<file path="src/rtl/core/bsc_pkg.sv">
`timescale 1ns / 1ps

package bsc_pkg;

  // Run mode, one-hot inside the block
  typedef enum logic [3:0] {
    MODE_STOP  = 4'b0001,
    MODE_UP    = 4'b0010,
    MODE_DOWN  = 4'b0100,
    MODE_PAUSE = 4'b1000
  } mode_e;

  // Mode codes as seen on the mode output
  localparam logic [1:0] MODE_CODE_STOP  = 2'd0;
  localparam logic [1:0] MODE_CODE_UP    = 2'd1;
  localparam logic [1:0] MODE_CODE_DOWN  = 2'd2;
  localparam logic [1:0] MODE_CODE_PAUSE = 2'd3;

  // Item kinds
  localparam logic OP_TICK = 1'b0;
  localparam logic OP_KEYS = 1'b1;

  localparam logic [3:0] DIGIT_MAX = 4'd9;
  localparam logic [2:0] TENS_MAX  = 3'd5;

  typedef struct packed {
    logic [2:0] tens;
    logic [3:0] units;
    logic [3:0] tenths;
    logic [3:0] hunds;
  } time_t;

  // Bit order matches the key history: bit 0 up ... bit 4 start
  typedef struct packed {
    logic start;
    logic frac;
    logic sec;
    logic down;
    logic up;
  } keys_t;

  typedef struct packed {
    time_t      tm;
    mode_e      mode;
    logic       tick_en;
    logic       buzzer;
    keys_t      prev_keys;
  } state_t;

  function automatic logic [1:0] mode_code(mode_e m);
    logic [1:0] code;
    unique case (m)
      MODE_STOP:  code = MODE_CODE_STOP;
      MODE_UP:    code = MODE_CODE_UP;
      MODE_DOWN:  code = MODE_CODE_DOWN;
      MODE_PAUSE: code = MODE_CODE_PAUSE;
      default:    code = MODE_CODE_STOP;
    endcase
    return code;
  endfunction

endpackage

</file>
<file path="src/rtl/core/bsc_time_step.sv">
`timescale 1ns / 1ps

// One hundredth up or down with carry/borrow, saturating at 59.99 / 00.00.
module bsc_time_step (
  input  bsc_pkg::time_t tm_i,
  input  logic           up_i,
  output bsc_pkg::time_t tm_o,
  output logic           limit_o
);

  always_comb begin
    tm_o    = tm_i;
    limit_o = 1'b0;
    if (up_i) begin
      priority if (tm_i.hunds < bsc_pkg::DIGIT_MAX) begin
        tm_o.hunds = tm_i.hunds + 4'd1;
      end else if (tm_i.tenths < bsc_pkg::DIGIT_MAX) begin
        tm_o.hunds  = 4'd0;
        tm_o.tenths = tm_i.tenths + 4'd1;
      end else if (tm_i.units < bsc_pkg::DIGIT_MAX) begin
        tm_o.hunds  = 4'd0;
        tm_o.tenths = 4'd0;
        tm_o.units  = tm_i.units + 4'd1;
      end else if (tm_i.tens < bsc_pkg::TENS_MAX) begin
        tm_o.hunds  = 4'd0;
        tm_o.tenths = 4'd0;
        tm_o.units  = 4'd0;
        tm_o.tens   = tm_i.tens + 3'd1;
      end else begin
        tm_o.tens   = bsc_pkg::TENS_MAX;
        tm_o.units  = bsc_pkg::DIGIT_MAX;
        tm_o.tenths = bsc_pkg::DIGIT_MAX;
        tm_o.hunds  = bsc_pkg::DIGIT_MAX;
        limit_o     = 1'b1;
      end
    end else begin
      priority if (tm_i.hunds != 4'd0) begin
        tm_o.hunds = tm_i.hunds - 4'd1;
      end else if (tm_i.tenths != 4'd0) begin
        tm_o.hunds  = bsc_pkg::DIGIT_MAX;
        tm_o.tenths = tm_i.tenths - 4'd1;
      end else if (tm_i.units != 4'd0) begin
        tm_o.hunds  = bsc_pkg::DIGIT_MAX;
        tm_o.tenths = bsc_pkg::DIGIT_MAX;
        tm_o.units  = tm_i.units - 4'd1;
      end else if (tm_i.tens != 3'd0) begin
        tm_o.hunds  = bsc_pkg::DIGIT_MAX;
        tm_o.tenths = bsc_pkg::DIGIT_MAX;
        tm_o.units  = bsc_pkg::DIGIT_MAX;
        tm_o.tens   = tm_i.tens - 3'd1;
      end else begin
        tm_o    = '0;
        limit_o = 1'b1;
      end
    end
  end

endmodule

</file>
<file path="src/rtl/core/bsc_update.sv">
`timescale 1ns / 1ps

// Next-state function for one beat: tick advance or key handling.
module bsc_update (
  input  bsc_pkg::state_t st_i,
  input  logic            op_i,
  input  bsc_pkg::keys_t  keys_i,
  output bsc_pkg::state_t st_o
);

  bsc_pkg::keys_t press;
  bsc_pkg::time_t step_tm;
  bsc_pkg::time_t sec_tm;
  logic           step_up;
  logic           step_limit;
  logic           is_zero;

  assign press   = bsc_pkg::keys_t'(keys_i & ~st_i.prev_keys);
  assign is_zero = (st_i.tm == '0);
  // tick direction follows the mode, key edit direction follows the up press
  assign step_up = (op_i == bsc_pkg::OP_KEYS) ? press.up : (st_i.mode == bsc_pkg::MODE_UP);

  bsc_time_step u_step (
    .tm_i    (st_i.tm),
    .up_i    (step_up),
    .tm_o    (step_tm),
    .limit_o (step_limit)
  );

  // whole seconds step, wraps 59 <-> 00, hundredths untouched
  always_comb begin
    sec_tm = st_i.tm;
    if (press.up) begin
      if (st_i.tm.units < bsc_pkg::DIGIT_MAX) begin
        sec_tm.units = st_i.tm.units + 4'd1;
      end else begin
        sec_tm.units = 4'd0;
        sec_tm.tens  = (st_i.tm.tens < bsc_pkg::TENS_MAX) ? st_i.tm.tens + 3'd1 : 3'd0;
      end
    end else begin
      if (st_i.tm.units != 4'd0) begin
        sec_tm.units = st_i.tm.units - 4'd1;
      end else begin
        sec_tm.units = bsc_pkg::DIGIT_MAX;
        sec_tm.tens  = (st_i.tm.tens != 3'd0) ? st_i.tm.tens - 3'd1 : bsc_pkg::TENS_MAX;
      end
    end
  end

  always_comb begin
    st_o = st_i;
    if (op_i == bsc_pkg::OP_TICK) begin
      if (st_i.tick_en &&
          (st_i.mode == bsc_pkg::MODE_UP || st_i.mode == bsc_pkg::MODE_DOWN)) begin
        st_o.tm = step_tm;
        if (step_limit) begin
          st_o.tick_en = 1'b0;
          st_o.buzzer  = 1'b1;
        end
      end
    end else begin
      st_o.prev_keys = keys_i;
      unique case (st_i.mode)
        bsc_pkg::MODE_STOP: begin
          priority if (press.start) begin
            st_o.mode    = is_zero ? bsc_pkg::MODE_UP : bsc_pkg::MODE_DOWN;
            st_o.tick_en = 1'b1;
          end else if (keys_i.sec) begin
            if (press.up || press.down) begin
              st_o.tm = sec_tm;
            end
          end else if (keys_i.frac) begin
            if (press.up || press.down) begin
              st_o.tm     = step_tm;
              st_o.buzzer = 1'b0;
              if (step_limit) begin
                st_o.tick_en = 1'b0;
              end
            end
          end else begin
            st_o.tm = st_i.tm;
          end
        end
        bsc_pkg::MODE_PAUSE: begin
          if (press.start) begin
            st_o.tm   = '0;
            st_o.mode = bsc_pkg::MODE_STOP;
          end
        end
        bsc_pkg::MODE_UP, bsc_pkg::MODE_DOWN: begin
          if (press.start) begin
            st_o.tick_en = 1'b0;
            st_o.buzzer  = 1'b0;
            st_o.mode    = is_zero ? bsc_pkg::MODE_STOP : bsc_pkg::MODE_PAUSE;
          end
        end
        default: begin
          st_o.mode = st_i.mode;
        end
      endcase
    end
  end

endmodule

</file>
<file path="src/rtl/core/bcd_stopwatch_countdown_top.sv">
// BCD stopwatch / countdown timer, one beat in, one result beat out.
// An accepted beat waits in the input register and moves into the result register
// once the result slot is free or being drained. Throughput: one beat per cycle
// while results are taken; the next-state logic is a single pass of BCD step logic.
// Reset (rst_ni low, asynchronous): time 00.00, stopped, ticks off, buzzer silent,
// all keys released, both pipeline stages empty.
`timescale 1ns / 1ps

module bcd_stopwatch_countdown_top (
  input  logic       clk_i,
  input  logic       rst_ni,
  // input channel
  input  logic       in_valid_i,
  output logic       in_ready_o,
  input  logic       op_i,
  input  logic       key_up_i,
  input  logic       key_down_i,
  input  logic       key_seconds_i,
  input  logic       key_fraction_i,
  input  logic       key_start_i,
  // result channel
  output logic       out_valid_o,
  input  logic       out_ready_i,
  output logic [2:0] tens_seconds_o,
  output logic [3:0] unit_seconds_o,
  output logic [3:0] tenths_o,
  output logic [3:0] hundredths_o,
  output logic [1:0] mode_o,
  output logic       buzzer_on_o,
  output logic       ticking_o
);

  // Input register: holds one beat so the source is never stalled by a full result slot
  // for more than the slot itself.
  logic            in_valid_q, in_valid_d;
  logic            op_q;
  bsc_pkg::keys_t  keys_q;

  // Architectural state doubles as the result register: it only changes when the
  // result slot is free or being drained, so it always shows the last result beat.
  bsc_pkg::state_t state_q, state_d;
  logic            out_valid_q, out_valid_d;

  logic            advance;
  logic            in_take;
  bsc_pkg::keys_t  keys_in;

  assign keys_in = '{start: key_start_i, frac: key_fraction_i, sec: key_seconds_i,
                     down: key_down_i, up: key_up_i};

  // result slot can take a new beat when empty or drained this cycle
  assign advance    = !out_valid_q || out_ready_i;
  assign in_ready_o = !in_valid_q || advance;
  assign in_take    = in_valid_i && in_ready_o;

  always_comb begin
    in_valid_d = in_valid_q;
    if (in_ready_o) begin
      in_valid_d = in_valid_i;
    end
  end

  always_comb begin
    out_valid_d = out_valid_q;
    if (advance) begin
      out_valid_d = in_valid_q;
    end
  end

  bsc_pkg::state_t state_next;

  bsc_update u_update (
    .st_i   (state_q),
    .op_i   (op_q),
    .keys_i (keys_q),
    .st_o   (state_next)
  );

  assign state_d = (in_valid_q && advance) ? state_next : state_q;

  always_ff @(posedge clk_i or negedge rst_ni) begin
    if (!rst_ni) begin
      in_valid_q  <= 1'b0;
      out_valid_q <= 1'b0;
      state_q     <= '{tm: '0, mode: bsc_pkg::MODE_STOP, tick_en: 1'b0,
                       buzzer: 1'b0, prev_keys: '0};
    end else begin
      in_valid_q  <= in_valid_d;
      out_valid_q <= out_valid_d;
      state_q     <= state_d;
    end
  end

  // payload of the input register, no reset needed
  always_ff @(posedge clk_i) begin
    if (in_take) begin
      op_q   <= op_i;
      keys_q <= keys_in;
    end
  end

  assign out_valid_o    = out_valid_q;
  assign tens_seconds_o = state_q.tm.tens;
  assign unit_seconds_o = state_q.tm.units;
  assign tenths_o       = state_q.tm.tenths;
  assign hundredths_o   = state_q.tm.hunds;
  assign mode_o         = bsc_pkg::mode_code(state_q.mode);
  assign buzzer_on_o    = state_q.buzzer;
  assign ticking_o      = state_q.tick_en;

endmodule

</file>
<file path="config.mk">
export PLATFORM = sky130hd
export DESIGN_NAME = bcd_stopwatch_countdown_top
export DESIGN_NICKNAME = d
export VERILOG_FILES = /design/src/rtl/core/bsc_pkg.sv /design/src/rtl/core/bsc_time_step.sv /design/src/rtl/core/bsc_update.sv /design/src/rtl/core/bcd_stopwatch_countdown_top.sv
export SDC_FILE = /design/constraint.sdc
export NUM_CORES = 1
export LEC_CHECK = 0
export ABC_AREA = 1
export BUFFER_PORTS_ARGS = -buffer_cell sky130_fd_sc_hd__buf_4
export CAP_MARGIN = 20
export CELL_PAD_IN_SITES_DETAIL_PLACEMENT = 2
export CELL_PAD_IN_SITES_GLOBAL_PLACEMENT = 2
export CORE_ASPECT_RATIO = 0.8
export CORE_UTILIZATION = 35
export CTS_CLUSTER_SIZE = 24
export DETAILED_ROUTE_END_ITERATION = 12
export GPL_ROUTABILITY_DRIVEN = 0
export GPL_TIMING_DRIVEN = 0
export PLACE_DENSITY_LB_ADDON = 0.1
export SYNTH_ARGS = -nofsm -noshare
export SYNTH_HDL_FRONTEND = slang
export SYNTH_HIERARCHICAL = 1
export SYNTH_SLANG_ARGS = --single-unit
</file>
<file path="constraint.sdc">
create_clock -name clk_i -period 5.6 [get_ports clk_i]
set_input_delay 0.28 -clock clk_i [delete_from_list [all_inputs] [get_ports clk_i]]
set_output_delay 0.28 -clock clk_i [all_outputs]
set_load 0.1 [all_outputs]
</file>
==> out/results.txt, run 1 <==
Non-Filler Instances: 856
CTS tree: yes
Cells after Synth: 673
Max Slew Vio Count: 0
Root Driver: clkbuf_16
Mapped cell area: 4000 um2
Worst rel slew slack: 0.487
TritonCTS Buffers: 5
Nets: 736
GRT Total Usage: 0.288
Die area: 11,800 um2
I/O pins: 31
Clk buf depth: 2
Worst R2R Path Depth: 16
Remaining antenna violation count: 0
DRC: 0
Final worst-path cycle share: 0.584
Fin. Hold Viols: 0
Routed wl met3: 501 um
Share of layout cells above drive strength 1: 0.164
Die H: 97.6 um
Crit Path Max Fanout: 10
Pre-antenna DRT Iters: 4
Worst setup margin: 2.33 ns
Clock tree sinks: 32
Post-Syn Nets: 698
Pwr dens: 166 nW/um2
Met2 wire len: 7970 um
Pre-CTS setup slack: 2.53 ns
Leakage power: 2.40 nW
Clk slew on worst S/H paths: 0.06 ns
Fmax: 0.306 GHz
Maximum capacitance violations: 0
Final instance area: 4550 um2
CP Class: flip-flop to flip-flop
Largest net degree at the start of global routing: 27
Met1 Wirelength: 7840 um
DR iter-0 viols: 244
Status: completed
Worst Setup End Kind: flip-flop
Hold path depth: 1
DR vias: 4,596
H-tree levels: 2
Setup tns final: 0 ns
Core Region: 11,000 um2
Tightest Pin Transition: 0.770 ns
Routed wire per std cell: 19.1 um
Critical path startpoint: op_q$_DFFE_PP_
Syn. warnings: 6
Filler cells: 1,424
Cells after DPL: 847
Buffers on Ports: 30
Rows: 34
Final Setup Violations: 0
CP Launch Type: flip-flop
Initial Util: 0.364
Post-DP HPWL: 12,700 um
Number of global-route vias before repair: 4,976
Gr ovfl total: 0
Uppermost layer routed: met4
Syn Area/Cell: 5.94 um2
Worst VDD drop: 0.151 mV
Area added between synthesis and finish: 13.9%
Worst path arrival time: 3.44 ns
Start of the worst register-to-register path: op_q$_DFFE_PP_
Worst hold-check path type: input port to flip-flop
Latest clock arrival within the worst-skew pair: 0.29 ns
Post-Route Skew: 0.00905 ns
Post-DP Area: 4400 um2
Diode count: 0
Die width: 121 um
DR vias/cell: 5.37
First-pass GRT wire length: 26,600 um
Initial antenna violation count: 0
Final Critical Period: 3.27 ns
Final wirelength: 16,400 um
Critical Path RT: 5.77 ns
Critical hold path startpoint: key_seconds_i
RSZ-0062 raised after global routing: no
## cells in the final DEF (no fill, tap or decap), types with 4 or more instances in the layout
cell       instances
buf_4             50
inv_1             71
nand2_2            4
o211ai_1           8
clkbuf_16          5
dfrtp_1           25
a21oi_2           10
buf_6              5
nand2_1          220
o21ai_0           23
nand3_1           85
edfxtp_1           6
buf_2              5
o21ai_1           28
inv_2             11
a21oi_1           18
nand2_4            8
nand4_1           10
nor2_1            70
nor2_4             7
ha_1              15
## worst paths after layout
| path | end | slack, ns |
|---|---|---|
| max | unit_seconds_o[0]$_DFFE_PN0P_ | 2.33 |
| min | keys_q[2]$_DFFE_PP_ | 0.17 |
| max reg2reg | unit_seconds_o[0]$_DFFE_PN0P_ | 2.33 |
| min reg2reg | state_q[1]$_DFFE_PN0P_ | 0.50 |
| max in group asynchronous | state_q[7]$_DFFE_PN1P_ | 4.81 |
| min in group asynchronous | tens_seconds_o[1]$_DFFE_PN0P_ | 0.46 |
## report_power, final
| part | switching [W] | internal (W) | total [W] |
|---|---|---|---|
| Combinational | 0.000159 | 0.0000526 | 0.000211 |
| Sequential | 0.0000121 | 0.000251 | 0.000263 |
| Clock | 0.000116 | 0.000164 | 0.000280 |
| Total | 0.000287 | 0.000467 | 0.000755 |
## cell type report
class / count / area (um2) / area share
clock inverter: 2 / 11.3 / 0.00247
tap: 144 / 180 / 0.0396
sequential: 32 / 832 / 0.183
inverter: 84 / 315 / 0.0693
clock buffer: 6 / 129 / 0.0283
buffer: 35 / 254 / 0.0558
multi-input combinational: 522 / 2590 / 0.570
timing repair buffer: 31 / 235 / 0.0517
## flip-flops by register name, indices dropped and copies added (netlist names)
name	flops
tens_seconds_o	3
out_valid_o	1
buzzer_on_o	1
tenths_o	4
hundredths_o	4
unit_seconds_o	4
in_valid_q	1
ticking_o	1
keys_q	5
op_q	1
state_q	7
## worst max-delay path, cell delays in order, from the launching register on
cell      delay [ns]
edfxtp_1        0.45
buf_1           0.37
o21ai_0         0.57
clkinv_1        0.49
buf_2           0.35
nand2_1         0.10
nand2_1         0.09
inv_1           0.09
nor2_1          0.05
nor2_1          0.11
nand2_1         0.06
nand2_1         0.07
nand2_1         0.06
nand2_1         0.07
nand2_1         0.06
nand3_1         0.10
nand2_1         0.07
## routing by layer
layer	vias to the layer above	GRT usage
li1	2218	-
met1	2317	0.395
met2	53	0.490
met3	8	0.0352
met4	0	0.0361
met5	-	0
## timing repair
item	in CTS	in global routing
endpoints found under the hold margin	25	0
hold buffers	1	0
resized for setup	0	0
setup buffers	0	0
## through the flow
stage	utilization	power (W)	hold slack [ns]
global route	0.415	0.000781	0.164
detailed placement	0.401	0.000471	0.224
floorplan	-	0.000399	-0.0156
CTS	0.415	0.000755	0.165
global placement	0.401	0.000462	0.217
finish	0.415	0.000755	0.166
Note: power is estimated with default switching activity, not from simulation.
==> inputs of run 2 (changes only) <==
--- a/config.mk
+++ b/config.mk
@@ -11,7 +11,7 @@
 export CELL_PAD_IN_SITES_DETAIL_PLACEMENT = 2
 export CELL_PAD_IN_SITES_GLOBAL_PLACEMENT = 2
 export CORE_ASPECT_RATIO = 0.8
-export CORE_UTILIZATION = 35
+export CORE_UTILIZATION = 33
 export CTS_CLUSTER_SIZE = 24
 export DETAILED_ROUTE_END_ITERATION = 12
 export GPL_ROUTABILITY_DRIVEN = 0
==> constraint.sdc (replaced) <==
create_clock -name clk_i -period 3.2 [get_ports clk_i]
set_input_delay 0.16 -clock clk_i [delete_from_list [all_inputs] [get_ports clk_i]]
set_output_delay 0.16 -clock clk_i [all_outputs]
set_load 0.1 [all_outputs]
==> run 2 against run 1 <==
Against the previous run: the flow now finishes with violations (DRC); clock-buffer cell count down 1; cell area is 0.77% higher; critical path depth is the same; largest power group unchanged.
==> out/results.txt, run 2 (synthesis results as in run 1) <==
Status: finished with violations
Violated checks: DRC
DR vias/cell: 5.31
Pre-antenna DRT Iters: 8
Final Critical Period: 2.98 ns
Gr ovfl total: 0
Post-DP HPWL: 12,500 um
CTS tree: yes
Buffers on Ports: 30
Worst rel slew slack: 0.573
DR iter-0 viols: 209
Pwr dens: 303 nW/um2
Die area: 12,600 um2
Maximum capacitance violations: 0
Root Driver: clkbuf_16
Most common cell after layout, fill and taps aside: nand2_1
Slowest stage cell, crit path: o21ai_0
CP peak stage delay: 0.53 ns
Clk slew on worst S/H paths: 0.06 ns
Final hold slack: 0.0495 ns
Leakage power: 2.42 nW
Share of layout cells above drive strength 1: 0.171
Area added between synthesis and finish: 14.8%
TritonCTS Buffers: 5
I/O pins: 31
Clock tree sinks: 32
CP Class: flip-flop to flip-flop
Worst path arrival time: 3.21 ns
Filler cells: 1,507
Nets: 736
Number of global-route vias before repair: 4,971
WP buf/inv: 3
Biggest regs: state_q: 7 flops, keys_q: 5 flops
CP Launch Type: flip-flop
Fmax: 0.335 GHz
Die H: 100 um
Core Region: 11,600 um2
Area of the multi-input gates: 2590 um2
Worst hold-check path type: input port to flip-flop
DR vias: 4,565
H-tree levels: 2
Tightest Pin Transition: 0.641 ns
Worst Setup End Kind: flip-flop
Register area: 833 um2
Critical Path RT: 3.42 ns
Final worst-path cycle share: 0.933
Diode count: 0
Initial antenna violation count: 0
Final Setup Violations: 0
Worst setup margin: 0.215 ns
GRT Total Usage: 0.267
Top reg by flops: state_q
Routed wire per std cell: 18.8 um
Clk buf depth: 2
Post-Route Skew: 0.00581 ns
Crit Path Max Fanout: 10
Largest net degree at the start of global routing: 27
Critical-path cell list: nor2_4 -> nand3_1 -> o21ai_0 -> buf_2 -> nand3_2 -> nand3_1 -> inv_1 -> nand4_1 -> nand2_1 -> inv_1 -> nand2_1 -> nand2_1 -> nand3_1 -> nand2_1 -> nand3_1 -> nand2_1
DRC: 4
First-pass GRT wire length: 26,100 um
Max reg flops: 7
Latest clock arrival within the worst-skew pair: 0.28 ns
Setup tns final: 0 ns
Initial Util: 0.343
Die width: 125 um
Fin. Hold Viols: 0
RSZ-0062 raised after global routing: no
Max Slew Vio Count: 0
Most frequent cells in the layout: nand2_1, nand3_1, inv_1, nor2_1, buf_4
Pre-CTS setup slack: 0.0784 ns
Crit-path leading delay family: simple AND/OR/NAND/NOR gates
Most used cell, CP: nand2_1
Worst VDD drop: 0.271 mV
Final wirelength: 16,100 um
Remaining antenna violation count: 0
Post-CTS Setup Inserts: 0
Rows: 35
run 2: changes by cell type in the layout (fill, tap and decap cells not counted), sizes merged:
| cell | delta |
|---|---|
| buf | -1 |
| bufinv | +1 |
| clkinv | -1 |
| inv | +1 |
run 2: worst paths after layout:
| kind | start | to | slack [ns] | depth (start not counted) |
|---|---|---|---|---|
| worst max-delay path | state_q[10]$_DFFE_PN0P_ | tens_seconds_o[2]$_DFFE_PN0P_ | 0.22 | 16 |
| worst min-delay path | key_fraction_i | keys_q[3]$_DFFE_PP_ | 0.05 | 1 |
| worst max register to register | state_q[10]$_DFFE_PN0P_ | tens_seconds_o[2]$_DFFE_PN0P_ | 0.22 | 16 |
| worst min register to register | state_q[1]$_DFFE_PN0P_ | state_q[1]$_DFFE_PN0P_ | 0.52 | 2 |
| max in group asynchronous | rst_ni | state_q[7]$_DFFE_PN1P_ | 2.52 | 2 |
| min in group asynchronous | rst_ni | unit_seconds_o[1]$_DFFE_PN0P_ | 0.35 | 2 |
run 2: per-layer routing:
metal	wire (um)	track usage	vias to the layer above
li1	-	-	2219
met1	7800	0.351	2260
met2	7500	0.464	71
met3	583	0.0352	15
met4	260	0.0657	0
met5	0	0	-
run 2: area by class of cell:
type                            instances  share of cell area
Tap cell                              148              0.0404
Sequential cell                        32               0.182
Buffer                                 35              0.0557
Inverter                               84              0.0688
Clock inverter                          3             0.00928
Multi-Input combinational cell        522               0.566
Timing Repair Buffer                   31              0.0513
Clock buffer                            5              0.0273
run 2: worst register-to-register path: cells and delay by family, from the launching register on:
kind	cells	cell delay (ns)
buffers and inverters	3	0.52
AO/OA/AOI/OAI	1	0.53
flip-flops	1	0.50
AND/OR/NAND/NOR	12	1.38
run 2: through the flow:
stage,utilization,std cells,total power [W],cell area (um2)
after global routing,0.394,860,0.00145,4590
final,0.394,860,0.00139,4590
after global placement,0.378,851,0.000811,4410
after CTS,0.393,860,0.00140,4580
after detailed placement,0.378,851,0.000823,4410
after floorplan,-,673,0.000699,4000
run 2: what timing repair did:
| action | 4_1_cts | 5_1_grt |
|---|---|---|
| gates resized for setup | 0 | 3 |
| hold endpoints to repair | 25 | 0 |
| hold buffers | 1 | 0 |
| endpoints found under the setup margin | 0 | 10 |
run 2: power by group:
part	total [W]	internal [W]	leakage (nW)	switching, W
registers	0.000459	0.000439	0.407	0.0000198
logic	0.000367	0.0000923	1.93	0.000275
clock network	0.000562	0.000366	0.0798	0.000196
==> inputs of run 3 (changes only) <==
--- a/config.mk
+++ b/config.mk
@@ -5,13 +5,13 @@
 export SDC_FILE = /design/constraint.sdc
 export NUM_CORES = 1
 export LEC_CHECK = 0
-export ABC_AREA = 1
+export ABC_AREA = 0
 export BUFFER_PORTS_ARGS = -buffer_cell sky130_fd_sc_hd__buf_4
 export CAP_MARGIN = 20
 export CELL_PAD_IN_SITES_DETAIL_PLACEMENT = 2
 export CELL_PAD_IN_SITES_GLOBAL_PLACEMENT = 2
 export CORE_ASPECT_RATIO = 0.8
-export CORE_UTILIZATION = 33
+export CORE_UTILIZATION = 38
 export CTS_CLUSTER_SIZE = 24
 export DETAILED_ROUTE_END_ITERATION = 12
 export GPL_ROUTABILITY_DRIVEN = 0
==> run 3 against run 2 <==
Against the previous run: the run now ends clean; sequential share of layout area grew 1.0 points; area after synthesis shrank 5.9%; via count shrank 19%; worst hold slack gained 0.013 ns; core utilization grew 5.9 points; sequential power rose by 47%; sequential cell count unchanged; register-to-register slack lost 0.13 ns; synthesized cell count is 36% lower; critical path depth fell by 5; largest cell class unchanged.
==> out/results.txt, run 3 <==
Number of global-route vias before repair: 3,785
Nets: 496
Post-Route Skew: 0.00603 ns
Share of layout cells above drive strength 1: 0.273
DR iter-0 viols: 226
Initial antenna violation count: 0
Final worst-path cycle share: 0.973
Clock tree sinks: 32
Post-DP HPWL: 10,100 um
Clock power frac: 0.170
First-pass GRT wire length: 21,600 um
Die area: 10,300 um2
Clk buf depth: 2
Crit Path Max Fanout: 10
Root Driver: clkbuf_16
Sequential share of power: 0.244
Gr ovfl total: 0
P_int: 0.00136 W
DR vias: 3,682
CP Launch Type: flip-flop
Buffers on Ports: 30
CP Class: flip-flop to flip-flop
Rows: 32
Core Region: 9610 um2
Routed wire per std cell: 23.1 um
Biggest regs: state_q: 7 flops, keys_q: 5 flops
Latest clock arrival within the worst-skew pair: 0.28 ns
DR vias/cell: 6.23
TritonCTS Buffers: 5
Core Util, Final: 0.453
Post-Syn Nets: 453
Cells after Synth: 428
Most common cell after layout, fill and taps aside: buf_4
H-tree levels: 2
Clk slew on worst S/H paths: 0.05 ns
Syn. warnings: 6
Worst path arrival time: 3.27 ns
Initial Util: 0.391
Combinational power share: 0.587
Worst Setup End Kind: flip-flop
Pre-antenna DRT Iters: 5
Largest net degree at the start of global routing: 27
Fin. Hold Viols: 0
RSZ-0062 raised after global routing: no
Final Critical Period: 3.11 ns
Final Setup Violations: 0
Leakage power: 1.82 nW
DRC: 0
CTS tree: yes
Tightest Pin Transition: 0.977 ns
I/O pins: 31
Worst hold-check path type: input port to flip-flop
GRT Total Usage: 0.270
Diode count: 0
Worst VDD drop: 0.449 mV
Top reg by flops: state_q
Worst setup margin: 0.0851 ns
Syn Area/Cell: 8.79 um2
Area added between synthesis and finish: 15.7%
Worst rel slew slack: 0.344
Max reg flops: 7
Max Slew Vio Count: 0
Critical Path RT: 3.35 ns
Maximum capacitance violations: 0
FF-to-FF setup slack: 0.09 ns
Pwr dens: 636 nW/um2
Worst R2R Path Depth: 11
Remaining antenna violation count: 0
Final instance area: 4350 um2
Die H: 91.0 um
Pre-CTS setup slack: -0.232 ns
Hold path depth: 1
Psw: 0.00141 W
Mapped cell area: 3760 um2
Post-DP Area: 4140 um2
Die width: 113 um
Final wirelength: 13,700 um
Sw Share: 0.510
Fmax: 0.321 GHz
Status: completed
Most frequent cells in the layout: buf_4, nand2_1, a21oi_1, inv_1, nor2_1
==> run 3: power by group through the flow <==
stage	Combinational, W	Sequential (W)	Clock, W
floorplan	0.00126	0.000617	0
detailed placement	0.00160	0.000680	0
global route	0.00173	0.000697	0.000492
CTS	0.00161	0.000676	0.000476
finish	0.00162	0.000675	0.000470
global placement	0.00155	0.000672	0
==> run 3: final cells by class <==
cell class	count	area, um2
inverter	25	93.8
tap	119	149
fill	1086	5260
multi-input combinational	331	2560
clock inverter	2	11.3
timing repair buffer	38	285
clock buffer	6	129
buffer	38	288
sequential	32	836
==> run 3: worst max-delay path, cell delays in order (launching register included) <==
cell and delay (ns):
dfrtp_1 0.42, buf_6 0.18, nand2_1 0.12, o41ai_1 0.33, buf_2 0.26, clkbuf_4 0.25, nor2_1 0.08, a211o_1 0.30
a211o_1 0.34, a221oi_2 0.29, a21oi_1 0.10, mux2_4 0.31
==> run 3: path summary, 6_finish.rpt <==
kind | endpoint | start
min in group asynchronous | unit_seconds_o[0]$_DFFE_PN0P_ | rst_ni
worst min-delay path | keys_q[3]$_DFFE_PP_ | key_fraction_i
worst max-delay path | hundredths_o[3]$_DFFE_PN0P_ | state_q[8]$_DFFE_PN0P_
worst max register to register | hundredths_o[3]$_DFFE_PN0P_ | state_q[8]$_DFFE_PN0P_
max in group asynchronous | state_q[7]$_DFFE_PN1P_ | rst_ni
worst min register to register | state_q[1]$_DFFE_PN0P_ | state_q[1]$_DFFE_PN0P_
==> run 3: timing repair <==
item                       4_1_cts  5_1_grt
hold endpoints to repair        25        0
hold buffers                     1        0
setup buffers                    0        6
setup endpoints to repair       10        3
pin swaps                        0        1
resized for setup                5        3
==> run 3: per-layer routing <==
layer / routed length, um / global-route usage / vias up
met5: 0 / 0 / -
met4: 85 / 0.0340 / 0
met2: 6260 / 0.428 / 79
met3: 435 / 0.0300 / 8
li1: - / - / 1700
met1: 6880 / 0.401 / 1895
==> run 3: stage by stage <==
step                      TNS (ns)  std cells  total power [W]  hold WS (ns)
after floorplan                  0        428          0.00188        -0.136
after global placement       -7.60        577          0.00222        0.0994
after detailed placement    -0.596        578          0.00228         0.111
after CTS                        0        585          0.00276        0.0588
after global routing             0        591          0.00292        0.0553
final                            0        591          0.00277        0.0627
